`config.mk`:
```
export PLATFORM = sky130hd
export DESIGN_NAME = velocity_position_pi_step_unit_flat
export DESIGN_NICKNAME = d
export VERILOG_FILES = /design/src/hw/rtl/vpps_pkg.sv /design/src/hw/rtl/vpps_chan_if.sv /design/src/hw/rtl/vpps_ctrl.sv /design/src/hw/rtl/vpps_dp.sv /design/src/hw/rtl/velocity_position_pi_step_unit.sv /design/src/flat_wrapper.sv
export SDC_FILE = /design/constraint.sdc
export NUM_CORES = 2
export LEC_CHECK = 0
export ABC_CLOCK_PERIOD_IN_PS = 12740
export BUFFER_PORTS_ARGS = -buffer_cell sky130_fd_sc_hd__buf_2
export CAP_MARGIN = 10
export CORE_MARGIN = 10
export CORE_UTILIZATION = 25
export CTS_CLUSTER_SIZE = 14
export DETAILED_ROUTE_END_ITERATION = 10
export GPL_TIMING_DRIVEN = 0
export PLACE_DENSITY = 0.48
export SYNTH_ARGS = -nofsm -noshare
export SYNTH_HDL_FRONTEND = slang
export SYNTH_SLANG_ARGS = --single-unit
```
`constraint.sdc`:
```
create_clock -name clk_i -period 12.74 [get_ports clk_i]
set_input_delay 0 -clock clk_i [delete_from_list [all_inputs] [get_ports clk_i]]
set_output_delay 0 -clock clk_i [all_outputs]
set_load 0.05 [all_outputs]
```
`src/hw/rtl/vpps_pkg.sv`:
```
// ---------------------------------------------------------------------------
// vpps_pkg
// Types and constants shared by the velocity/position PI step unit.
// ---------------------------------------------------------------------------
package vpps_pkg;

  localparam int unsigned DataW  = 32;
  localparam int unsigned PerW   = 16;
  localparam int unsigned CfgIdxW = 2;
  localparam int unsigned DivCntW = 5;

  // Configuration register indexes.
  localparam logic [CfgIdxW-1:0] CFG_VEL_PROP_GAIN = 2'd0;
  localparam logic [CfgIdxW-1:0] CFG_VEL_INT_GAIN  = 2'd1;
  localparam logic [CfgIdxW-1:0] CFG_POS_GAIN      = 2'd2;
  localparam logic [CfgIdxW-1:0] CFG_PERIOD        = 2'd3;

  localparam logic [DivCntW-1:0] DIV_LAST = 5'd31;

  // Action codes carried in each input beat.
  typedef enum logic [1:0] {
    ACT_VEL   = 2'd0,
    ACT_POS   = 2'd1,
    ACT_CLEAR = 2'd2,
    ACT_RSVD  = 2'd3
  } action_e;

  // Datapath operations issued by the controller.
  typedef enum logic [3:0] {
    OP_NONE,
    OP_POS,
    OP_ERR,
    OP_DIV,
    OP_FIX,
    OP_MULP,
    OP_MULI,
    OP_SUM,
    OP_HALF,
    OP_SCALE,
    OP_CLEAR,
    OP_ZERO,
    OP_PUSH
  } dp_op_e;

  // Controller states.
  typedef enum logic [3:0] {
    ST_IDLE,
    ST_DECODE,
    ST_POS,
    ST_ERR,
    ST_DIV,
    ST_FIX,
    ST_MULP,
    ST_MULI,
    ST_SUM,
    ST_HALF,
    ST_SCALE,
    ST_CLEAR,
    ST_ZERO,
    ST_PUSH
  } state_e;

  typedef struct packed {
    logic   load;
    dp_op_e op;
  } dp_cmd_t;

  typedef struct packed {
    action_e action;
    logic    out_free;
  } dp_stat_t;

endpackage

```
`src/hw/rtl/vpps_chan_if.sv`:
```
// ---------------------------------------------------------------------------
// vpps channel interfaces
// Valid/ready channels for the input items and the result items.
// ---------------------------------------------------------------------------
interface vpps_in_if;
  logic               valid;
  logic               ready;
  logic [1:0]         action;
  logic signed [31:0] target;
  logic signed [31:0] measured;

  modport source (output valid, output action, output target, output measured,
                  input ready);
  modport sink   (input valid, input action, input target, input measured,
                  output ready);
endinterface

interface vpps_out_if;
  logic               valid;
  logic               ready;
  logic signed [31:0] drive;

  modport source (output valid, output drive, input ready);
  modport sink   (input valid, input drive, output ready);
endinterface

```
`src/hw/rtl/vpps_ctrl.sv`:
```
// ---------------------------------------------------------------------------
// vpps_ctrl
// Sequencer that walks one item through the datapath operations.
// ---------------------------------------------------------------------------
module vpps_ctrl (
  input  logic               clk_i,
  input  logic               rst_ni,
  input  logic               in_valid_i,
  output logic               in_ready_o,
  input  vpps_pkg::dp_stat_t stat_i,
  output vpps_pkg::dp_cmd_t  cmd_o
);

  vpps_pkg::state_e                    state_q, state_d;
  logic [vpps_pkg::DivCntW-1:0]        cnt_q, cnt_d;

  // State and divide step counter.
  always_ff @(posedge clk_i or negedge rst_ni) begin
    if (!rst_ni) begin
      state_q <= vpps_pkg::ST_IDLE;
      cnt_q   <= '0;
    end else begin
      state_q <= state_d;
      cnt_q   <= cnt_d;
    end
  end

  // Next state and command decode.
  always_comb begin
    state_d     = state_q;
    cnt_d       = cnt_q;
    in_ready_o  = 1'b0;
    cmd_o.load  = 1'b0;
    cmd_o.op    = vpps_pkg::OP_NONE;
    unique case (state_q)
      vpps_pkg::ST_IDLE: begin
        in_ready_o = 1'b1;
        if (in_valid_i) begin
          cmd_o.load = 1'b1;
          state_d    = vpps_pkg::ST_DECODE;
        end
      end
      vpps_pkg::ST_DECODE: begin
        unique case (stat_i.action)
          vpps_pkg::ACT_VEL:   state_d = vpps_pkg::ST_ERR;
          vpps_pkg::ACT_POS:   state_d = vpps_pkg::ST_POS;
          vpps_pkg::ACT_CLEAR: state_d = vpps_pkg::ST_CLEAR;
          vpps_pkg::ACT_RSVD:  state_d = vpps_pkg::ST_ZERO;
        endcase
      end
      vpps_pkg::ST_POS: begin
        cmd_o.op = vpps_pkg::OP_POS;
        state_d  = vpps_pkg::ST_ERR;
      end
      vpps_pkg::ST_ERR: begin
        cmd_o.op = vpps_pkg::OP_ERR;
        cnt_d    = '0;
        state_d  = vpps_pkg::ST_DIV;
      end
      vpps_pkg::ST_DIV: begin
        cmd_o.op = vpps_pkg::OP_DIV;
        cnt_d    = cnt_q + 1'b1;
        if (cnt_q == vpps_pkg::DIV_LAST) begin
          state_d = vpps_pkg::ST_FIX;
        end
      end
      vpps_pkg::ST_FIX: begin
        cmd_o.op = vpps_pkg::OP_FIX;
        state_d  = vpps_pkg::ST_MULP;
      end
      vpps_pkg::ST_MULP: begin
        cmd_o.op = vpps_pkg::OP_MULP;
        state_d  = vpps_pkg::ST_MULI;
      end
      vpps_pkg::ST_MULI: begin
        cmd_o.op = vpps_pkg::OP_MULI;
        state_d  = vpps_pkg::ST_SUM;
      end
      vpps_pkg::ST_SUM: begin
        cmd_o.op = vpps_pkg::OP_SUM;
        state_d  = vpps_pkg::ST_HALF;
      end
      vpps_pkg::ST_HALF: begin
        cmd_o.op = vpps_pkg::OP_HALF;
        state_d  = vpps_pkg::ST_SCALE;
      end
      vpps_pkg::ST_SCALE: begin
        cmd_o.op = vpps_pkg::OP_SCALE;
        state_d  = vpps_pkg::ST_PUSH;
      end
      vpps_pkg::ST_CLEAR: begin
        cmd_o.op = vpps_pkg::OP_CLEAR;
        state_d  = vpps_pkg::ST_PUSH;
      end
      vpps_pkg::ST_ZERO: begin
        cmd_o.op = vpps_pkg::OP_ZERO;
        state_d  = vpps_pkg::ST_PUSH;
      end
      vpps_pkg::ST_PUSH: begin
        // Wait until the output register can take the result.
        if (stat_i.out_free) begin
          cmd_o.op = vpps_pkg::OP_PUSH;
          state_d  = vpps_pkg::ST_IDLE;
        end
      end
      default: state_d = vpps_pkg::ST_IDLE;
    endcase
  end

endmodule

```
`src/hw/rtl/vpps_dp.sv`:
```
// ---------------------------------------------------------------------------
// vpps_dp
// Datapath: configuration, history, shared multiplier, serial divider and
// the output register.
// ---------------------------------------------------------------------------
module vpps_dp (
  input  logic                                clk_i,
  input  logic                                rst_ni,
  input  logic                                cfg_we_i,
  input  logic [vpps_pkg::CfgIdxW-1:0]        cfg_idx_i,
  input  logic [vpps_pkg::DataW-1:0]          cfg_wdata_i,
  input  logic [1:0]                          in_action_i,
  input  logic signed [vpps_pkg::DataW-1:0]   in_target_i,
  input  logic signed [vpps_pkg::DataW-1:0]   in_measured_i,
  output logic                                out_valid_o,
  input  logic                                out_ready_i,
  output logic signed [vpps_pkg::DataW-1:0]   out_drive_o,
  input  vpps_pkg::dp_cmd_t                   cmd_i,
  output vpps_pkg::dp_stat_t                  stat_o
);

  // Configuration registers.
  logic [vpps_pkg::DataW-1:0] kp_q, ki_q, kpos_q;
  logic [vpps_pkg::PerW-1:0]  per_q;

  // Item and history registers.
  vpps_pkg::action_e          act_q;
  logic [vpps_pkg::DataW-1:0] tgt_q, meas_q, e_q;
  logic [vpps_pkg::DataW-1:0] prev_err_q, prev_dlt_q;
  logic [vpps_pkg::DataW-1:0] quo_q, prod_q, du_q, res_q;
  logic [vpps_pkg::PerW-1:0]  rem_q;
  logic                       neg_q;
  logic                       out_vld_q;
  logic [vpps_pkg::DataW-1:0] out_drv_q;

  logic [vpps_pkg::DataW-1:0] mul_a, mul_b, product;
  logic [vpps_pkg::DataW-1:0] err, diff, sum, sum_rnd;
  logic [vpps_pkg::PerW:0]    trial;
  logic                       fits;
  logic                       out_free;

  // Configuration writes.
  always_ff @(posedge clk_i or negedge rst_ni) begin
    if (!rst_ni) begin
      kp_q   <= '0;
      ki_q   <= '0;
      kpos_q <= '0;
      per_q  <= vpps_pkg::PerW'(1);
    end else if (cfg_we_i) begin
      unique case (cfg_idx_i)
        vpps_pkg::CFG_VEL_PROP_GAIN: kp_q   <= cfg_wdata_i;
        vpps_pkg::CFG_VEL_INT_GAIN:  ki_q   <= cfg_wdata_i;
        vpps_pkg::CFG_POS_GAIN:      kpos_q <= cfg_wdata_i;
        vpps_pkg::CFG_PERIOD:        per_q  <= cfg_wdata_i[vpps_pkg::PerW-1:0];
        default: ;
      endcase
    end
  end

  // Shared multiplier, low word of the product only.
  always_comb begin
    mul_a = kp_q;
    mul_b = quo_q;
    case (cmd_i.op)
      vpps_pkg::OP_POS: begin
        mul_a = kpos_q;
        mul_b = tgt_q - meas_q;
      end
      vpps_pkg::OP_MULI: begin
        mul_a = ki_q;
        mul_b = e_q;
      end
      vpps_pkg::OP_SCALE: begin
        mul_a = res_q;
        mul_b = {{(vpps_pkg::DataW-vpps_pkg::PerW){1'b0}}, per_q};
      end
      default: ;
    endcase
  end
  assign product = mul_a * mul_b;

  // Error terms and one restoring divide step.
  assign err     = tgt_q - meas_q;
  assign diff    = err - prev_err_q;
  assign trial   = {rem_q, quo_q[vpps_pkg::DataW-1]};
  assign fits    = trial >= {1'b0, per_q};
  // Halving truncated toward zero: add one before the shift when negative.
  assign sum     = du_q + prev_dlt_q;
  assign sum_rnd = sum + {{(vpps_pkg::DataW-1){1'b0}}, sum[vpps_pkg::DataW-1]};
  assign out_free = !out_vld_q || out_ready_i;

  // Item sequencing registers.
  always_ff @(posedge clk_i) begin
    if (cmd_i.load) begin
      act_q  <= vpps_pkg::action_e'(in_action_i);
      tgt_q  <= in_target_i;
      meas_q <= in_measured_i;
    end
    case (cmd_i.op) inside
      vpps_pkg::OP_POS: meas_q <= product;
      vpps_pkg::OP_ERR: begin
        e_q   <= err;
        neg_q <= diff[vpps_pkg::DataW-1];
        quo_q <= diff[vpps_pkg::DataW-1] ? (~diff + 1'b1) : diff;
        rem_q <= '0;
      end
      vpps_pkg::OP_DIV: begin
        rem_q <= fits ? trial[vpps_pkg::PerW-1:0] - per_q : trial[vpps_pkg::PerW-1:0];
        quo_q <= {quo_q[vpps_pkg::DataW-2:0], fits};
      end
      vpps_pkg::OP_FIX: begin
        if (per_q == '0) begin
          quo_q <= '0;
        end else if (neg_q) begin
          quo_q <= ~quo_q + 1'b1;
        end
      end
      vpps_pkg::OP_MULP: prod_q <= product;
      vpps_pkg::OP_MULI: begin
        du_q   <= prod_q;
        prod_q <= product;
      end
      vpps_pkg::OP_SUM:  du_q  <= du_q + prod_q;
      vpps_pkg::OP_HALF: res_q <= {sum_rnd[vpps_pkg::DataW-1], sum_rnd[vpps_pkg::DataW-1:1]};
      vpps_pkg::OP_SCALE: res_q <= product;
      vpps_pkg::OP_CLEAR, vpps_pkg::OP_ZERO: res_q <= '0;
      default: ;
    endcase
  end

  // Controller history, cleared by reset and by the clear action.
  always_ff @(posedge clk_i or negedge rst_ni) begin
    if (!rst_ni) begin
      prev_err_q <= '0;
      prev_dlt_q <= '0;
    end else if (cmd_i.op == vpps_pkg::OP_SCALE) begin
      prev_err_q <= e_q;
      prev_dlt_q <= du_q;
    end else if (cmd_i.op == vpps_pkg::OP_CLEAR) begin
      prev_err_q <= '0;
      prev_dlt_q <= '0;
    end
  end

  // Output register: holds one finished result until the sink takes it.
  always_ff @(posedge clk_i or negedge rst_ni) begin
    if (!rst_ni) begin
      out_vld_q <= 1'b0;
    end else if (cmd_i.op == vpps_pkg::OP_PUSH) begin
      out_vld_q <= 1'b1;
    end else if (out_ready_i) begin
      out_vld_q <= 1'b0;
    end
  end

  always_ff @(posedge clk_i) begin
    if (cmd_i.op == vpps_pkg::OP_PUSH) begin
      out_drv_q <= res_q;
    end
  end

  assign out_valid_o     = out_vld_q;
  assign out_drive_o     = out_drv_q;
  assign stat_o.action   = act_q;
  assign stat_o.out_free = out_free;

endmodule

```
`src/hw/rtl/velocity_position_pi_step_unit.sv`:
```
// ---------------------------------------------------------------------------
// velocity_position_pi_step_unit
// Velocity-form PI controller step with an optional position outer gain.
// ---------------------------------------------------------------------------
// Usage:
// Input beats on in_i carry an action, a target and a measurement. Each
// accepted beat yields exactly one beat on out_o carrying the drive value.
// Gains and the period are written through cfg_we_i/cfg_idx_i/cfg_wdata_i
// while the unit is idle; a write takes effect at the next clock edge.
// The error change comes from a restoring divider; the products share one
// multiplier. One item is in work at a time: in_i.ready is high only while
// the sequencer is idle, so a new item is taken only once the last result
// has gone into the output register.
// A finished result sits in an output register; a new input beat is taken
// while that result still waits. If the sink stalls, the next result waits
// in the sequencer until the register frees up.
// Reset clears the history, sets gains to zero and the period to one, and
// drops any pending output beat.
// ---------------------------------------------------------------------------
module velocity_position_pi_step_unit (
  input  logic                         clk_i,
  input  logic                         rst_ni,
  input  logic                         cfg_we_i,
  input  logic [vpps_pkg::CfgIdxW-1:0] cfg_idx_i,
  input  logic [vpps_pkg::DataW-1:0]   cfg_wdata_i,
  vpps_in_if.sink                      in_i,
  vpps_out_if.source                   out_o
);

  vpps_pkg::dp_cmd_t  cmd;
  vpps_pkg::dp_stat_t stat;
  logic               in_ready;

  // Sequencer.
  vpps_ctrl u_ctrl (
    .clk_i      (clk_i),
    .rst_ni     (rst_ni),
    .in_valid_i (in_i.valid),
    .in_ready_o (in_ready),
    .stat_i     (stat),
    .cmd_o      (cmd)
  );

  // Arithmetic and storage.
  vpps_dp u_dp (
    .clk_i         (clk_i),
    .rst_ni        (rst_ni),
    .cfg_we_i      (cfg_we_i),
    .cfg_idx_i     (cfg_idx_i),
    .cfg_wdata_i   (cfg_wdata_i),
    .in_action_i   (in_i.action),
    .in_target_i   (in_i.target),
    .in_measured_i (in_i.measured),
    .out_valid_o   (out_o.valid),
    .out_ready_i   (out_o.ready),
    .out_drive_o   (out_o.drive),
    .cmd_i         (cmd),
    .stat_o        (stat)
  );

  assign in_i.ready = in_ready;

endmodule

```
`src/flat_wrapper.sv`:
```
// flat-port wrapper written by rule: the top's interface ports become plain ports
module velocity_position_pi_step_unit_flat 
  (clk_i, rst_ni, cfg_we_i, cfg_idx_i, cfg_wdata_i, in_i_valid, in_i_action, in_i_target, in_i_measured, in_i_ready, out_o_valid, out_o_drive, out_o_ready);
  vpps_in_if in_i_i ();
  vpps_out_if out_o_i ();
  input  logic clk_i;
  input  logic rst_ni;
  input  logic cfg_we_i;
  input  logic [vpps_pkg::CfgIdxW-1:0] cfg_idx_i;
  input  logic [vpps_pkg::DataW-1:0] cfg_wdata_i;
  input wire logic [$bits(in_i_i.valid)-1:0] in_i_valid;
  input wire logic [$bits(in_i_i.action)-1:0] in_i_action;
  input wire logic [$bits(in_i_i.target)-1:0] in_i_target;
  input wire logic [$bits(in_i_i.measured)-1:0] in_i_measured;
  output wire logic [$bits(in_i_i.ready)-1:0] in_i_ready;
  output wire logic [$bits(out_o_i.valid)-1:0] out_o_valid;
  output wire logic [$bits(out_o_i.drive)-1:0] out_o_drive;
  input wire logic [$bits(out_o_i.ready)-1:0] out_o_ready;
  assign in_i_i.valid = in_i_valid;
  assign in_i_i.action = in_i_action;
  assign in_i_i.target = in_i_target;
  assign in_i_i.measured = in_i_measured;
  assign in_i_ready = in_i_i.ready;
  assign out_o_valid = out_o_i.valid;
  assign out_o_drive = out_o_i.drive;
  assign out_o_i.ready = out_o_ready;
  velocity_position_pi_step_unit u_core (.clk_i(clk_i), .rst_ni(rst_ni), .cfg_we_i(cfg_we_i), .cfg_idx_i(cfg_idx_i), .cfg_wdata_i(cfg_wdata_i), .in_i(in_i_i), .out_o(out_o_i));
endmodule
```
Word-level counts from Yosys, hierarchy flattened
Index checks and enable logic that the tools add are counted.

storage, ports and cells
  bits in registers = 461
  bits of input ports = 105
  output and inout bits = 34
  logic and storage cells = 139

operators by class
  $add $sub $neg = 9
  multipliers = 1
  $lt $le $gt $ge = 1
  equal/unequal tests = 35
  multiplexer cells = 35
  bitwise operators = 9
  reductions and logical operators = 29

operators with widths
  cell                   number
  $mux 32                18
  $pmux 32 s3            2
  $pmux 4 s12            2
  $add 32x1->32 const B  2
  $add 32x32->32         2
  $not 32->32            2
  $sub 32x32->32         2
  $eq 4x4->1 const B     11
  $add 32x1->32          1
  $eq 4x3->1 const B     8
  $mul 32x32->32         1
  $mux 16                2
  $ge 17x16->1           1
  $eq 4x2->1 const B     4
  $logic_not 16->1       1
  $mux 4                 4
  $pmux 4 s4             1
  $sub 16x16->16         1
  $reduce_bool 2->1      7
  $reduce_and 2->1       6
  $pmux 5 s2             1
  $eq 2x2->1 const B     4
  $eq 4x1->1 const B     2
  $reduce_and 8->1       1
  other kinds (17)       33

Depth between registers and ports, before layout
  word-level depth = 9
  gate-level depth with buffers = 50
  gate-level depth less buffers = 50

Cells and area by module
Synthesis repeated with hierarchy kept, for this count alone.

unflattened totals
  cell total of the unflattened synthesis = 4,409
  area, all modules = 42,414.4 sq um

modules (own cells, without submodules)
  module     instances  cells each  area an instance (sq um)  seq. area each (sq um)
  vpps_dp    1          4,328       41,738.8                  12,688.4
  vpps_ctrl  1          81          675.6                     225.2

Worst setup path before layout
OpenSTA, ideal clock, no wires.

  kind = reg-to-reg
  start point = reg u_core.u_dp.tgt_q[0] (netlist name)
  end point = reg u_core.u_dp.res_q[31] (netlist name) (data pin)
  library setup time = 267 ps
  arrival time = 10,735 ps
  data required time = 12,473 ps
  setup slack = 1,738 ps
  stages on the path, launching flop included = 48
  buffers on the path = 0
  period minus slack after synthesis = 11,002 ps
  path through = edfxtp_1 inv_1 ha_1 inv_1 fa_1 a211oi_2 o21ai_1 a2111oi_0 or4_1 a21o_1 a21oi_1 nor2_1 o21ba_2 o21ai_1 a21oi_1 o21ai_1 a31oi_1 xnor2_1 [... 12 more ...] xnor2_1 xnor2_1 xnor2_1 xnor2_1 xnor2_1 xnor2_1 xnor2_1 xnor2_1 xnor3_1 xnor2_1 xnor2_1 xnor3_1 xnor2_1 xnor2_1 xnor3_1 xnor3_1 xnor3_1 o21ai_1

between the ends
  word-level cells in the longest chain between the ends = 5

ends and longest elaborated chain
  item                    line            source
  from (decl)             vpps_dp.sv:28   logic [vpps_pkg::DataW-1:0] tgt_q, meas_q, e_q;
  from (signal assigned)  vpps_dp.sv:96   tgt_q <= in_target_i;
  $sub 32x32->32          vpps_dp.sv:67   mul_b = tgt_q - meas_q;
  $pmux 32 s3             vpps_dp.sv:64   case (cmd_i.op)
  $mul 32x32->32          vpps_dp.sv:80   assign product = mul_a * mul_b;
  $mux 32 (2 in series)   vpps_dp.sv:99   case (cmd_i.op) inside
  to (signal assigned)    vpps_dp.sv:124  vpps_pkg::OP_HALF: res_q <= {sum_rnd[vpps_pkg::DataW-1], sum_rnd[vpps_pkg::DataW-1:1]};
  to (signal assigned)    vpps_dp.sv:125  vpps_pkg::OP_SCALE: res_q <= product;
  to (decl)               vpps_dp.sv:30   logic [vpps_pkg::DataW-1:0] quo_q, prod_q, du_q, res_q;

Every way passes these cells.
A chain may end at the register's enable or synchronous reset.

Worst setup path after layout
  start point = reg u_core.u_ctrl.state_q[0]
  end point = reg u_core.u_dp.res_q[31] (netlist name) (data pin)

between the ends
  word-level cells in the longest chain between the ends = 7
  elaborated cells on any way between the ends = 22
  those cells by class = mul: 1; eq/ne: 16; mux: 5

ends and longest elaborated chain
  item                                      line             source
  from (decl)                               vpps_ctrl.sv:14  vpps_pkg::state_e state_q, state_d;
  from (signal assigned)                    vpps_ctrl.sv:20  state_q <= vpps_pkg::ST_IDLE;
  from (signal assigned)                    vpps_ctrl.sv:23  state_q <= state_d;
  $eq 4x4->1, or another cell as far along  vpps_ctrl.sv:35  unique case (state_q)
  $pmux 4 s12 (*)                           vpps_ctrl.sv:35
  $eq 4x4->1, or another cell as far along  vpps_dp.sv:64
  $pmux 32 s3                               vpps_dp.sv:64
  $mul 32x32->32                            vpps_dp.sv:80
  $mux 32                                   vpps_dp.sv:99
  $mux 32 (*)                               vpps_dp.sv:99

Every way passes the cells marked *; elsewhere a longest branch is shown, timed or not.

==> results.ini <==
[clocking]
htreeDepth=2
cts_sinks=461
cts.clk_slew.worst_paths_ns=0.06
numCtsBuffers=59
clkLatencyLatePin_ns=0.67
cts_buffer_depth=3
tritoncts=yes
clockRootBuffer=clkbuf_16

[layout]
syn_to_final_growth_pct=17.1
final_cells=6988
fill_cells=17700
nets=5504
drive_above_1_share=0.111

[setup_path]
critical_path.top_delay_family=adder cells
cp_num_buf_inv=12
crit_arrival_ns=12.74
crit_path_start_kind=flip-flop
crit_path_top_delay_cell=fa_1
r2r_setup_slack_ns=0.40
crit_type=flip-flop to flip-flop
max_stage_delay_ns=0.74
worst_setup_path_end_kind=flip-flop
crit_fanout=19
cp_common_cell=fa_1
critical_path_required_ns=13.14

[sta]
setup_viol=0
rsz0062_at_grt=no
slew_violations=0
worst_pin_slew_ns=1.34
fmax_ghz=0.0810
finalClockSkew_ns=0.0255
post-route-period-util=0.969
finalHoldViolations=0
holdWs_ns=0.0355
relSlewSlack=0.108
setup_ws_ns=0.396
fin_crit_ns=12.34

[synth]
synth_area_um2=42400
synth_edf_count=275
yosys_warnings=0
yosysMostFrequentCell=inv_1
ys_ff_latch=461
synth.net_count=5173
ys_top_cells_by_count=inv_1 (614), nand2_1 (472), nor2_1 (458)
syn_inst=4387
yosys-top-cells-area=fa_1 (19%), edfxtp_1 (19%), dfrtp_1 (11%), ha_1 (7.9%), inv_1 (5.4%)
synth_cell_types=90
yosysSeqAreaShare=0.304
synth_top_area_share=0.195
syn_avg_cell_area_um2=9.67
ys_async_sr_fraction=0.403
synth_top_flop_cell=edfxtp_1
synth_top_area_cell=fa_1

[floorplanning]
die_h_um=432
core_area_um2=169000
initial_core_util=0.251
num_rows=151
dieArea_um2=187000
ios=139
die-width_um=432

[global_routing]
grt_max_degree=97
grt_pass1_vias=34600
grt_pass1_wl_um=241000
antenna_found_initial=14
overflow=0
grt_use_total=0.175

[routing]
drt_iter0_markers=2766
ant_nets=0
drc=0
viasPerCell=4.88
routed_wl_um=166000
drt-wirelength-per-cell_um=23.7
drtPass1Iterations=7
vias=34100

[outcome]
outcome=completed

[placement]
place_congestion=0.951
portBuffers=138
placed_cells=6768
dp_hpwl_um=137000
dpl_worst_slack_ns=-3.26

[flow_run]
maxCapViolCount=0

[min_path]
hold_class=input pin to flip-flop

## final timing paths
| check | startpoint | end | cells past startpoint |
|---|---|---|---|
| min in group asynchronous | rst_ni | u_core.u_ctrl.cnt_q[2]$_DFFE_PN0P_ | 4 |
| hold / removal | in_i_target[8] | u_core.u_dp.tgt_q[8]$_DFFE_PP_ | 2 |
| hold reg to reg | u_core.u_dp.res_q[0]$_DFFE_PP_ | u_core.u_dp.out_drive_o[0]$_DFFE_PP_ | 0 |
| setup reg to reg | u_core.u_ctrl.state_q[0]$_DFFE_PN0P_ | u_core.u_dp.res_q[31]$_DFFE_PP_ | 41 |
| max in group asynchronous | rst_ni | u_core.u_dp.prev_err_q[28]$_DFFE_PN0P_ | 5 |
| setup / recovery | u_core.u_ctrl.state_q[0]$_DFFE_PN0P_ | u_core.u_dp.res_q[31]$_DFFE_PP_ | 41 |
## cell usage in the layout, fill, tap and decap left out, drive strengths merged, types with 72 or more instances in the layout
master,count
a21oi,191
dlygate4sd3,103
nor2,460
edfxtp,275
buf,196
a22o,72
xnor2,170
fa,413
xor2,84
dfrtp,185
inv,622
o21ai,149
nand2,472
ha,268
clkbuf,229
mux2,114
## state kept, by name, summed over array words and instances (netlist names)
register,count
u_core.u_dp.ki_q,32
u_core.u_ctrl.cnt_q,5
u_core.u_dp.quo_q,32
u_core.u_dp.kpos_q,32
u_core.u_dp.prev_dlt_q,32
u_core.u_dp.meas_q,32
u_core.u_dp.out_valid_o,1
u_core.u_ctrl.state_q,4
u_core.u_dp.kp_q,32
u_core.u_dp.rem_q,16
u_core.u_dp.per_q,16
u_core.u_dp.act_q,2
u_core.u_dp.tgt_q,32
u_core.u_dp.e_q,32
u_core.u_dp.prev_err_q,32
u_core.u_dp.prod_q,32
u_core.u_dp.out_drive_o,32
u_core.u_dp.res_q,32
u_core.u_dp.neg_q,1
u_core.u_dp.du_q,32
## cell type report
cell class / instances / area [µm²] / share of cell area
Inverter: 616 / 2310 / 0.0465
Clock inverter: 28 / 322 / 0.00647
Tap cell: 2218 / 2780 / 0.0559
Clock buffer: 83 / 1710 / 0.0344
Sequential cell: 461 / 12900 / 0.260
Antenna cell: 2 / 5.00 / 0.000101
Buffer: 170 / 748 / 0.0151
Multi-Input combinational cell: 3132 / 26700 / 0.538
Timing Repair Buffer: 278 / 2170 / 0.0436
## per-layer routing
metal | share of wire | GRT usage | vias to the layer above
met3 | 0.060 | 0.0249 | 286
met1 | 0.42 | 0.222 | 17200
met5 | 0.000078 | 0 | -
met2 | 0.47 | 0.295 | 1130
li1 | - | - | 15400
met4 | 0.050 | 0.0733 | 2
## kinds of logic (layout without fill, tap and decap cells)
family	Yosys count	after routing	share of synthesized area
and+or+nand+nor	1303	1303	0.139
other	0	2	0
buffers and inverters	794	1175	0.0712
AOI/OAI and AO/OA	756	756	0.121
muxes	130	130	0.0340
xor gates and xnor gates	262	262	0.0569
adders and majority gates	681	681	0.274
DFF	461	461	0.304
## repair_timing
| action | 4_1_cts | 5_1_grt |
|---|---|---|
| resized for setup | 49 | 23 |
| hold endpoints to repair | 372 | 0 |
| endpoints found under the setup margin | 51 | 3 |
| pin swaps | 8 | 8 |
| setup buffers | 7 | 4 |
| hold buffers | 103 | 0 |
## through the flow
stage | utilization | cell area (µm²) | TNS, ns
finish | 0.294 | 49700 | 0
global route | 0.294 | 49700 | 0
CTS | 0.293 | 49600 | 0
detailed placement | 0.274 | 46300 | -57.35
global placement | 0.271 | 45900 | -75.30
floorplan | - | 42400 | 0
Power is left out: the tool's default activity adds up to more than one toggle a clock period on the data nets, which glitch-free logic cannot reach.
